`config.mk`:
```
export PLATFORM = sky130hd
export DESIGN_NAME = nsfc_back
export DESIGN_NICKNAME = d
export VERILOG_FILES = /design/src/nsfc_pkg.sv /design/src/nsfc_back.sv
export SDC_FILE = /design/constraint.sdc
export NUM_CORES = 1
export LEC_CHECK = 0
export CORE_ASPECT_RATIO = 0.7
export CORE_MARGIN = 2
export CORE_UTILIZATION = 50
export CTS_BUF_LIST = sky130_fd_sc_hd__clkbuf_4
export CTS_CLUSTER_DIAMETER = 100
export CTS_CLUSTER_SIZE = 30
export DETAILED_ROUTE_END_ITERATION = 8
export DONT_BUFFER_PORTS = 1
export PLACE_DENSITY = 0.74
export SYNTH_ARGS = -nofsm -noshare
export SYNTH_HDL_FRONTEND = slang
export SYNTH_SLANG_ARGS = --single-unit
```
`constraint.sdc`:
```
create_clock -name clk -period 3.9 [get_ports clk]
set_input_delay 0 -clock clk [delete_from_list [all_inputs] [get_ports clk]]
set_output_delay 0 -clock clk [all_outputs]
set_load 0.01 [all_outputs]
```
`src/nsfc_pkg.sv`:
```
`default_nettype none
package nsfc_pkg;

  localparam logic [7:0] CH_DOLLAR = 8'h24;
  localparam logic [7:0] CH_STAR   = 8'h2A;
  localparam logic [7:0] CH_COMMA  = 8'h2C;
  localparam logic [7:0] CH_CR     = 8'h0D;
  localparam logic [7:0] CH_LF     = 8'h0A;
  localparam logic [7:0] CH_G      = 8'h47;
  localparam logic [7:0] CH_S      = 8'h53;
  localparam logic [7:0] CH_A      = 8'h41;
  localparam logic [7:0] CH_V      = 8'h56;
  localparam logic [7:0] CH_R      = 8'h52;
  localparam logic [7:0] CH_M      = 8'h4D;
  localparam logic [7:0] CH_C      = 8'h43;

  localparam int unsigned ADDR_CHARS = 5;

  localparam logic [2:0] ST_OK        = 3'd0;
  localparam logic [2:0] ST_NO_DOLLAR = 3'd1;
  localparam logic [2:0] ST_NO_STAR   = 3'd2;
  localparam logic [2:0] ST_SHORT_CS  = 3'd3;
  localparam logic [2:0] ST_BAD_HEX   = 3'd4;
  localparam logic [2:0] ST_MISMATCH  = 3'd5;
  localparam logic [2:0] ST_EMPTY     = 3'd6;
  localparam logic [2:0] ST_SHORT_ADR = 3'd7;

  localparam logic [2:0] KIND_OTHER = 3'd0;
  localparam logic [2:0] KIND_GGA   = 3'd1;
  localparam logic [2:0] KIND_GSA   = 3'd2;
  localparam logic [2:0] KIND_GSV   = 3'd3;
  localparam logic [2:0] KIND_RMC   = 3'd4;

  // Classified character word handed from front to back.
  typedef struct packed {
    logic [7:0] ch;
    logic       is_cr;
    logic       is_lf;
    logic       is_dollar;
    logic       is_star;
    logic       is_comma;
    logic       hex_bad;
    logic [3:0] hex_val;
  } nsfc_item_t;

endpackage
`default_nettype wire

```
`src/nsfc_back.sv`:
```
`default_nettype none
module nsfc_back
  import nsfc_pkg::*;
#(
  parameter int unsigned MAX_LINE = 128
) (
  input  wire logic       clk,
  input  wire logic       rst_n,
  input  wire logic       head_valid,
  input  wire nsfc_item_t head_item,
  output logic            pop,
  output logic            out_valid,
  input  wire logic       out_stall,
  output logic [2:0]      out_line_status,
  output logic [2:0]      out_sentence_kind,
  output logic [7:0]      out_talker_first,
  output logic [7:0]      out_talker_second,
  output logic [7:0]      out_computed_checksum,
  output logic [7:0]      out_payload_length
);

  localparam int unsigned LW = $clog2(MAX_LINE + 1);
  localparam logic [LW-1:0] MAX_CNT = LW'(MAX_LINE);

  logic [LW-1:0] cnt_r, cnt_nxt;
  logic          sd_r, sd_nxt;
  logic          star_r, star_nxt;
  logic [7:0]    xor_r, xor_nxt;
  logic [LW-1:0] spos_r, spos_nxt;
  logic [1:0]    ndig_r, ndig_nxt;
  logic [4:0]    dig0_r, dig0_nxt;
  logic [4:0]    dig1_r, dig1_nxt;
  logic [7:0]    addr_r [ADDR_CHARS];
  logic [7:0]    addr_nxt [ADDR_CHARS];
  logic [2:0]    alen_r, alen_nxt;
  logic          aclosed_r, aclosed_nxt;

  logic          out_valid_r;
  logic [2:0]    status_r, kind_r;
  logic [7:0]    tk1_r, tk2_r, cs_r, plen_r;

  logic          emits, out_free;
  logic [2:0]    status_c, kind_c;
  logic [7:0]    received;

  assign emits    = head_item.is_lf && (cnt_r != '0);
  assign out_free = !out_valid_r || !out_stall;
  assign pop      = head_valid && (!emits || out_free);

  // status and kind of the line held now, used when a newline closes it
  always_comb begin
    received = {dig0_r[3:0], dig1_r[3:0]};
    kind_c   = KIND_OTHER;
    if (!sd_r)                     status_c = ST_NO_DOLLAR;
    else if (!star_r)              status_c = ST_NO_STAR;
    else if (ndig_r < 2'd2)        status_c = ST_SHORT_CS;
    else if (dig0_r[4] || dig1_r[4]) status_c = ST_BAD_HEX;
    else if (received != xor_r)    status_c = ST_MISMATCH;
    else if (spos_r == '0)         status_c = ST_EMPTY;
    else if (alen_r < 3'd5)        status_c = ST_SHORT_ADR;
    else                           status_c = ST_OK;
    if (status_c == ST_OK && alen_r == 3'd5) begin
      if (addr_r[2] == CH_G && addr_r[3] == CH_G && addr_r[4] == CH_A) kind_c = KIND_GGA;
      else if (addr_r[2] == CH_G && addr_r[3] == CH_S && addr_r[4] == CH_A) kind_c = KIND_GSA;
      else if (addr_r[2] == CH_G && addr_r[3] == CH_S && addr_r[4] == CH_V) kind_c = KIND_GSV;
      else if (addr_r[2] == CH_R && addr_r[3] == CH_M && addr_r[4] == CH_C) kind_c = KIND_RMC;
    end
  end

  always_comb begin
    cnt_nxt     = cnt_r;
    sd_nxt      = sd_r;
    star_nxt    = star_r;
    xor_nxt     = xor_r;
    spos_nxt    = spos_r;
    ndig_nxt    = ndig_r;
    dig0_nxt    = dig0_r;
    dig1_nxt    = dig1_r;
    addr_nxt    = addr_r;
    alen_nxt    = alen_r;
    aclosed_nxt = aclosed_r;

    if (pop && !head_item.is_cr) begin
      // newline ends the line, '$' restarts it, overflow drops it
      if (head_item.is_lf || head_item.is_dollar || cnt_r >= MAX_CNT) begin
        cnt_nxt     = '0;
        sd_nxt      = 1'b0;
        star_nxt    = 1'b0;
        xor_nxt     = 8'd0;
        spos_nxt    = '0;
        ndig_nxt    = 2'd0;
        dig0_nxt    = 5'd0;
        dig1_nxt    = 5'd0;
        for (int i = 0; i < ADDR_CHARS; i++) addr_nxt[i] = 8'd0;
        alen_nxt    = 3'd0;
        aclosed_nxt = 1'b0;
      end
      if (!head_item.is_lf && (head_item.is_dollar || cnt_r < MAX_CNT)) begin
        if (cnt_nxt == '0) begin
          sd_nxt = head_item.is_dollar;
        end else if (!star_nxt) begin
          if (head_item.is_star) begin
            star_nxt    = 1'b1;
            aclosed_nxt = 1'b1;
          end else begin
            xor_nxt  = xor_nxt ^ head_item.ch;
            spos_nxt = spos_nxt + LW'(1);
            if (!aclosed_nxt) begin
              if (head_item.is_comma) begin
                aclosed_nxt = 1'b1;
              end else begin
                if (alen_nxt < 3'd5) addr_nxt[alen_nxt] = head_item.ch;
                if (alen_nxt < 3'd6) alen_nxt = alen_nxt + 3'd1;
              end
            end
          end
        end else if (ndig_nxt == 2'd0) begin
          dig0_nxt = {head_item.hex_bad, head_item.hex_val};
          ndig_nxt = 2'd1;
        end else if (ndig_nxt == 2'd1) begin
          dig1_nxt = {head_item.hex_bad, head_item.hex_val};
          ndig_nxt = 2'd2;
        end
        cnt_nxt = cnt_nxt + LW'(1);
      end
    end
  end

  always_ff @(posedge clk) begin
    if (!rst_n) begin
      cnt_r     <= '0;
      sd_r      <= 1'b0;
      star_r    <= 1'b0;
      xor_r     <= 8'd0;
      spos_r    <= '0;
      ndig_r    <= 2'd0;
      dig0_r    <= 5'd0;
      dig1_r    <= 5'd0;
      for (int i = 0; i < ADDR_CHARS; i++) addr_r[i] <= 8'd0;
      alen_r    <= 3'd0;
      aclosed_r <= 1'b0;
    end else begin
      cnt_r     <= cnt_nxt;
      sd_r      <= sd_nxt;
      star_r    <= star_nxt;
      xor_r     <= xor_nxt;
      spos_r    <= spos_nxt;
      ndig_r    <= ndig_nxt;
      dig0_r    <= dig0_nxt;
      dig1_r    <= dig1_nxt;
      addr_r    <= addr_nxt;
      alen_r    <= alen_nxt;
      aclosed_r <= aclosed_nxt;
    end
  end

  always_ff @(posedge clk) begin
    if (!rst_n) begin
      out_valid_r <= 1'b0;
    end else if (pop && emits) begin
      out_valid_r <= 1'b1;
    end else if (!out_stall) begin
      out_valid_r <= 1'b0;
    end
  end

  always_ff @(posedge clk) begin
    if (pop && emits) begin
      status_r <= status_c;
      kind_r   <= kind_c;
      tk1_r    <= addr_r[0];
      tk2_r    <= addr_r[1];
      cs_r     <= xor_r;
      plen_r   <= 8'(spos_r);
    end
  end

  assign out_valid             = out_valid_r;
  assign out_line_status       = status_r;
  assign out_sentence_kind     = kind_r;
  assign out_talker_first      = tk1_r;
  assign out_talker_second     = tk2_r;
  assign out_computed_checksum = cs_r;
  assign out_payload_length    = plen_r;

endmodule
`default_nettype wire

```
# Word-level counts from Yosys, hierarchy flattened
# Cells that the tools add are included.
# word_totals
regBits	121
latch_bits	0
mem_bits_rw	0
rom_bits	0
out_inout_bits	40
word_cells	166
memories	0
# classes
n_addsub	3
mul	0
n_div	0
order_cmp	8
n_eq_ne	12
shifts	0
n_mux	84
n_bitwise	3
n_reduce_logical	32
# op_table
cell	count
$mux 40	9
$mux 8	16
$eq 8x7->1 const B	8
$mux 5	11
$mux 3	17
$bwmux 40	1
$demux 8 s3	1
$mux 1	20
$mux 2	9
$add 8x1->8 const B	2
$logic_not 8->1	2
$logic_and 1x1->1	14
$lt 3x3->1 const B	3
$ge 8x8->1 const B	1
$lt 8x8->1 const B	1
$ne 8x8->1	1
$reduce_bool 8->1	1
$xor 8x8->8	1
$logic_or 1x1->1	6
$logic_not 1->1	5
$ge 4x4->1 const B	1
$lt 4x1->1 const B	1
$not 3->4	1
$reduce_or 4->1	1
other kinds (9)	9

# Depth between registers and ports, before layout
# logic_depth
depth_word	20
depth_mapped	13
depth_no_buf	9

# Worst setup path before layout
# Ideal clock, no wire load.
# synth_path
path_type	register to register
from	register cnt_r[7]
to	register addr_r[25] (netlist name)
arrival_time_ps	3135
path_slack_ps	646
path_stages_with_launch	14
path_buffers	5
path_cell_list	dfxtp_1 > buf_2 > nor3_4 > clkbuf_1 > clkbuf_1 > nand2_1 > ha_1 > nor4b_2 > a211o_1 > or4_1 > buf_2 > a21o_1 > buf_6 > o2bb2ai_1
# synth_via
elab_chain_len	17
word_cells_on_any_way	37
# synth_lines
element	line	source
from (decl)	nsfc_back.sv:25	logic [LW-1:0] cnt_r, cnt_nxt;
from (signal assigned)	nsfc_back.sv:143	cnt_r <= cnt_nxt;
$ge 8x8->1	nsfc_back.sv:85	if (head_item.is_lf || head_item.is_dollar || cnt_r >= MAX_CNT) begin
$logic_or 1x1->1	nsfc_back.sv:85	
$mux 3	nsfc_back.sv:85	
$mux 3	nsfc_back.sv:83	if (pop && !head_item.is_cr) begin
$not 3->4 (not written as such)	nsfc_back.sv:112	if (alen_nxt < 3'd5) addr_nxt[alen_nxt] = head_item.ch;
$ge 4x4->1 (not written as such) or $lt 4x1->1 (tied branches)	nsfc_back.sv:112	
$logic_and 1x1->1 (not written as such)	nsfc_back.sv:112	
$mux 8 (not written as such)	nsfc_back.sv:112	
$demux 8 s3	nsfc_back.sv:112	
$bwmux 40	nsfc_back.sv:112	
$mux 40	nsfc_back.sv:112	
$mux 40	nsfc_back.sv:109	if (head_item.is_comma) begin
$mux 40	nsfc_back.sv:108	if (!aclosed_nxt) begin
$mux 40	nsfc_back.sv:102	if (head_item.is_star) begin
$mux 40	nsfc_back.sv:101	end else if (!star_nxt) begin
$mux 40	nsfc_back.sv:99	if (cnt_nxt == '0) begin
$mux 40	nsfc_back.sv:98	if (!head_item.is_lf && (head_item.is_dollar || cnt_r < MAX_CNT)) begin
to (signal assigned)	nsfc_back.sv:151	addr_r <= addr_nxt;
to (decl)	nsfc_back.sv:33	logic [7:0] addr_r [ADDR_CHARS];
# Several ways; a longest one is shown, not always the timed one. The select of a mux whose other input is x is not followed.
# A chain may end at the register's enable or synchronous reset.

# Final worst setup path
# Ends and elaborated chain as after synthesis.

==> run_results.csv <==
group,metric,value,unit
cts,numCtsBuffers,17,
cts,h-tree-depth,4,
place,io_buffers,0,
logic_synthesis,yosys.area_share.adder,1.49,%
logic_synthesis,synth-simple-area-share,16.9,%
worst_hold_path,hold-path-endpoint,"aclosed_r",
sta,period_needed,3.59,ns
cts,root_buffer,"clkbuf_4",
finish,antenna_cells,0,
critical_path,cp-startpoint,"cnt_r[7]",
sta,period_share,92.1,%
routing,first_pass_iters,8,
flow_run,max_cap_violations,0,
cts,clkLatencyLatePin,0.52,ns
global_route,grt_max_degree,39,
logic_synthesis,netlist_area,0.00503,mm^2
sta,hold_violations,0,
critical_path,ff2ff_setup_slack,0.31,ns
sta,max_slew.worst_pin.slew,0.984,ns
global_route,grt_pass1_wl,20300,um
global_route,grt_pass1_vias,3886,
global_route,antenna_found_initial,0,
die,rows,30,
place,gp_congestion,0.915,
routing,post_drt_wl_per_cell,20.3,um
pwr,pwr_density_cell,418,mW/mm^2
finish,final_common_cell,"dfxtp_1",
finish,final_cell_mix,"83 x dfxtp_1, 44 x nand2_1, 41 x o2bb2ai_1, 38 x edfxtp_1, 29 x nor2_1",
logic_synthesis,synth_top_family_by_area,"compound AO/OA/AOI/OAI gates",
routing,antenna_left,0,
cts,cts_resized,0,
logic_synthesis,avgSynthCellArea,10.6,um^2
cts,cts.sinks,121,
critical_path,crit_family,"simple AND/OR/NAND/NOR gates",
critical_path,critPathRequiredTime,4.29,ns
critical_path,path_cells,"nor3_4 > dlygate4sd3_1 > nand2_1 > ha_1 > nor4b_2 > a211o_1 > or4_1 > a21o_1 > o2bb2ai_1",
logic_synthesis,yosysSeqAreaShare,55.7,%
critical_path,rr_endpoint,"addr_r[25]",
critical_path,critPathCaptureType,"flop",
cts,clk_path_buf_depth,2,
routing,drtIter0Drc,570,
global_route,overflow,0,
cts,clkTransAtPathRegs,0.11,ns
sta,fmax,0.279,GHz
routing,viasPerCell,6.49,
critical_path,slowest_stage,"dlygate4sd3_1",
die,start_util,51.6,%
die,design.die.area,0.0109,mm^2
critical_path,path_buf_inv,1,
place,placed_cell_area,0.00511,mm^2
worst_hold_path,hp-start,"rst_n",
routing,wirelength,13000,um
critical_path,worstPathArrival,3.98,ns
die,die_h,88.0,um
sta,finClkSkew,0.0206,ns
routing,dr_total_vias,4152,
sta,slew_violations,0,
sta,setup_tns,0,ns
sta,setup_viol,0,
place,pre_cts_slack,0.934,ns
critical_path,critPathLaunchType,"flop",
finish,stdcell_area,0.00568,mm^2
cts,cts_tree,"built",
routing,drc,0,
critical_path,crit_path_max_incr_delay,0.67,ns
logic_synthesis,synthXorXnorAreaFrac,1.57,%
die,pin_count,62,
logic_synthesis,synth_warnings,0,
sta,setup_slack,0.310,ns
finish,num-nets-final,527,
logic_synthesis,ys.flop_type,"dfxtp_1",
die,coreArea,0.00976,mm^2
logic_synthesis,synthMuxAreaShare,0.199,%
critical_path,cp_max_fo,9,
critical_path,r2r_cells,9,
global_route,grt_use_total,24.9,%
finish,final.fill_count,816,
logic_synthesis,syn-num-nets,501,
logic_synthesis,yosysUniqueCellTypes,58,
worst_hold_path,min_path_type,"primary input to flop",
place,dp.final_hpwl,8570,um
die,die_w,124,um
logic_synthesis,async_flop_share,0,%
critical_path,regToRegStartpoint,"cnt_r[7]",
worst_hold_path,hold_depth,5,
finish,area_growth,12.9,%
logic_synthesis,synth_edf_count,38,
logic_synthesis,synth_compound_area_share,21.5,%
finish,layout-drive-gt1-share,7.81,%
sta,rsz0062_at_grt,"no",
logic_synthesis,synth_cells,473,
logic_synthesis,ys_ff_latch,121,
pwr,power.leakage,2.06,nW
sta,relSlewSlack,34.4,%
finish,fin_util,58.2,%
status,status,"finished, final reports clean",
critical_path,worstSetupPathType,"flop to flop",
pwr,ir_drop,0.185,mV
cells by family (layout without fill, tap and decap cells):
logic type	after synthesis	count (layout)
XOR/XNOR	9	9
AO/OA/AOI/OAI	146	146
adder cells (fa/ha/maj)	6	6
AND/OR/NAND/NOR	160	160
flip-flops	121	121
buffers and inverters	30	69
multiplexers	1	1
worst reg2reg max path, delay by kind of cell, from the launching register on:
kind                     cells  cell delay (ns)
AND/OR/NAND/NOR              4             1.23
buffers and inverters        1             0.67
adder cells (fa/ha/maj)      1             0.31
AO/OA/AOI/OAI                3             0.86
flip-flops                   1             0.41
worst max-delay path by stage:
stage                       to  slack, ns  cells past startpoint
detailed placement  addr_r[25]       0.93                      8
global placement    addr_r[24]       1.10                      8
CTS                 addr_r[25]       0.36                      9
global route        addr_r[16]       0.12                      9
finish              addr_r[25]       0.31                      9
floorplan           addr_r[25]       0.65                     13
registers in the layout, summed over array words and instances, names as in the netlist:
register / flops
addr_r: 40
cnt_r: 8
out_computed_checksum: 8
out_payload_length: 8
out_talker_first: 8
out_talker_second: 8
spos_r: 8
xor_r: 8
dig0_r: 5
dig1_r: 5
alen_r: 3
out_line_status: 3
out_sentence_kind: 3
ndig_r: 2
aclosed_r: 1
out_valid: 1
sd_r: 1
star_r: 1
where the power goes:
part,switching (W),internal [W],total (W)
logic,0.0000690,0.0000361,0.000105
registers,0.00000378,0.00129,0.00130
clock network,0.000472,0.000500,0.000972
routing by layer:
layer  wire length [um]  share of wire [%]  GRT usage (%)
met5                  0                  0              0
met4                162                1.2           8.17
met3               1450                 11           8.59
met2               5630                 43           36.3
met1               5720                 44           34.7
per-stage QoR:
step | cells | total power, W | hold slack [ns]
2_1_floorplan | 473 | 0.00138 | 0.122
3_3_place_gp | 582 | 0.00140 | 0.121
3_5_place_dp | 582 | 0.00140 | 0.124
4_1_cts | 640 | 0.00238 | 0.0206
5_1_grt | 640 | 0.00246 | 0.0634
6_report | 640 | 0.00237 | 0.0458
cells in the mapped netlist (all sizes together) (2+ instances only):
cell / count / area (um^2)
nor3b: 2 / 15.0
nand2b: 3 / 18.8
o32ai: 2 / 17.5
or2: 2 / 12.5
nand4b: 5 / 43.8
nand2: 44 / 165
ha: 6 / 75.1
a211oi: 3 / 22.5
a32o: 2 / 20.0
nand3: 14 / 70.1
and3: 9 / 56.3
a22o: 11 / 96.3
o22ai: 2 / 12.5
a31oi: 11 / 68.8
xnor2: 9 / 78.8
buf: 11 / 63.8
inv: 8 / 30.0
nand4: 10 / 68.8
a21boi: 3 / 22.5
and4: 2 / 17.5
nor4: 8 / 50.1
edfxtp: 38 / 1140
clkbuf: 11 / 41.3
or3: 4 / 25.0
nor2: 29 / 109
o21ai: 22 / 110
nor3: 13 / 81.3
nor4b: 3 / 32.5
a31o: 2 / 17.5
a32oi: 7 / 61.3
nor2b: 3 / 18.8
and2: 6 / 37.5
o2bb2ai: 41 / 359
a21o: 8 / 60.1
dfxtp: 83 / 1660
a21oi: 18 / 90.1
a211o: 5 / 43.8
repair_timing:
item,in CTS,in global routing
hold buffers,26,0
setup buffers,0,0
hold endpoints to repair,83,0
endpoints found under the setup margin,0,0
cell type report:
| class | count | area [um^2] | area share [%] |
|---|---|---|---|
| clock buffer | 17 | 128 | 2.25 |
| clock inverter | 15 | 181 | 3.19 |
| inverter | 8 | 30.0 | 0.528 |
| multi-input combinational | 322 | 2100 | 36.9 |
| sequential | 121 | 2800 | 49.3 |
| tap | 128 | 160 | 2.82 |
| timing repair buffer | 29 | 283 | 4.98 |
Note: power is estimated with default switching activity, not from simulation.
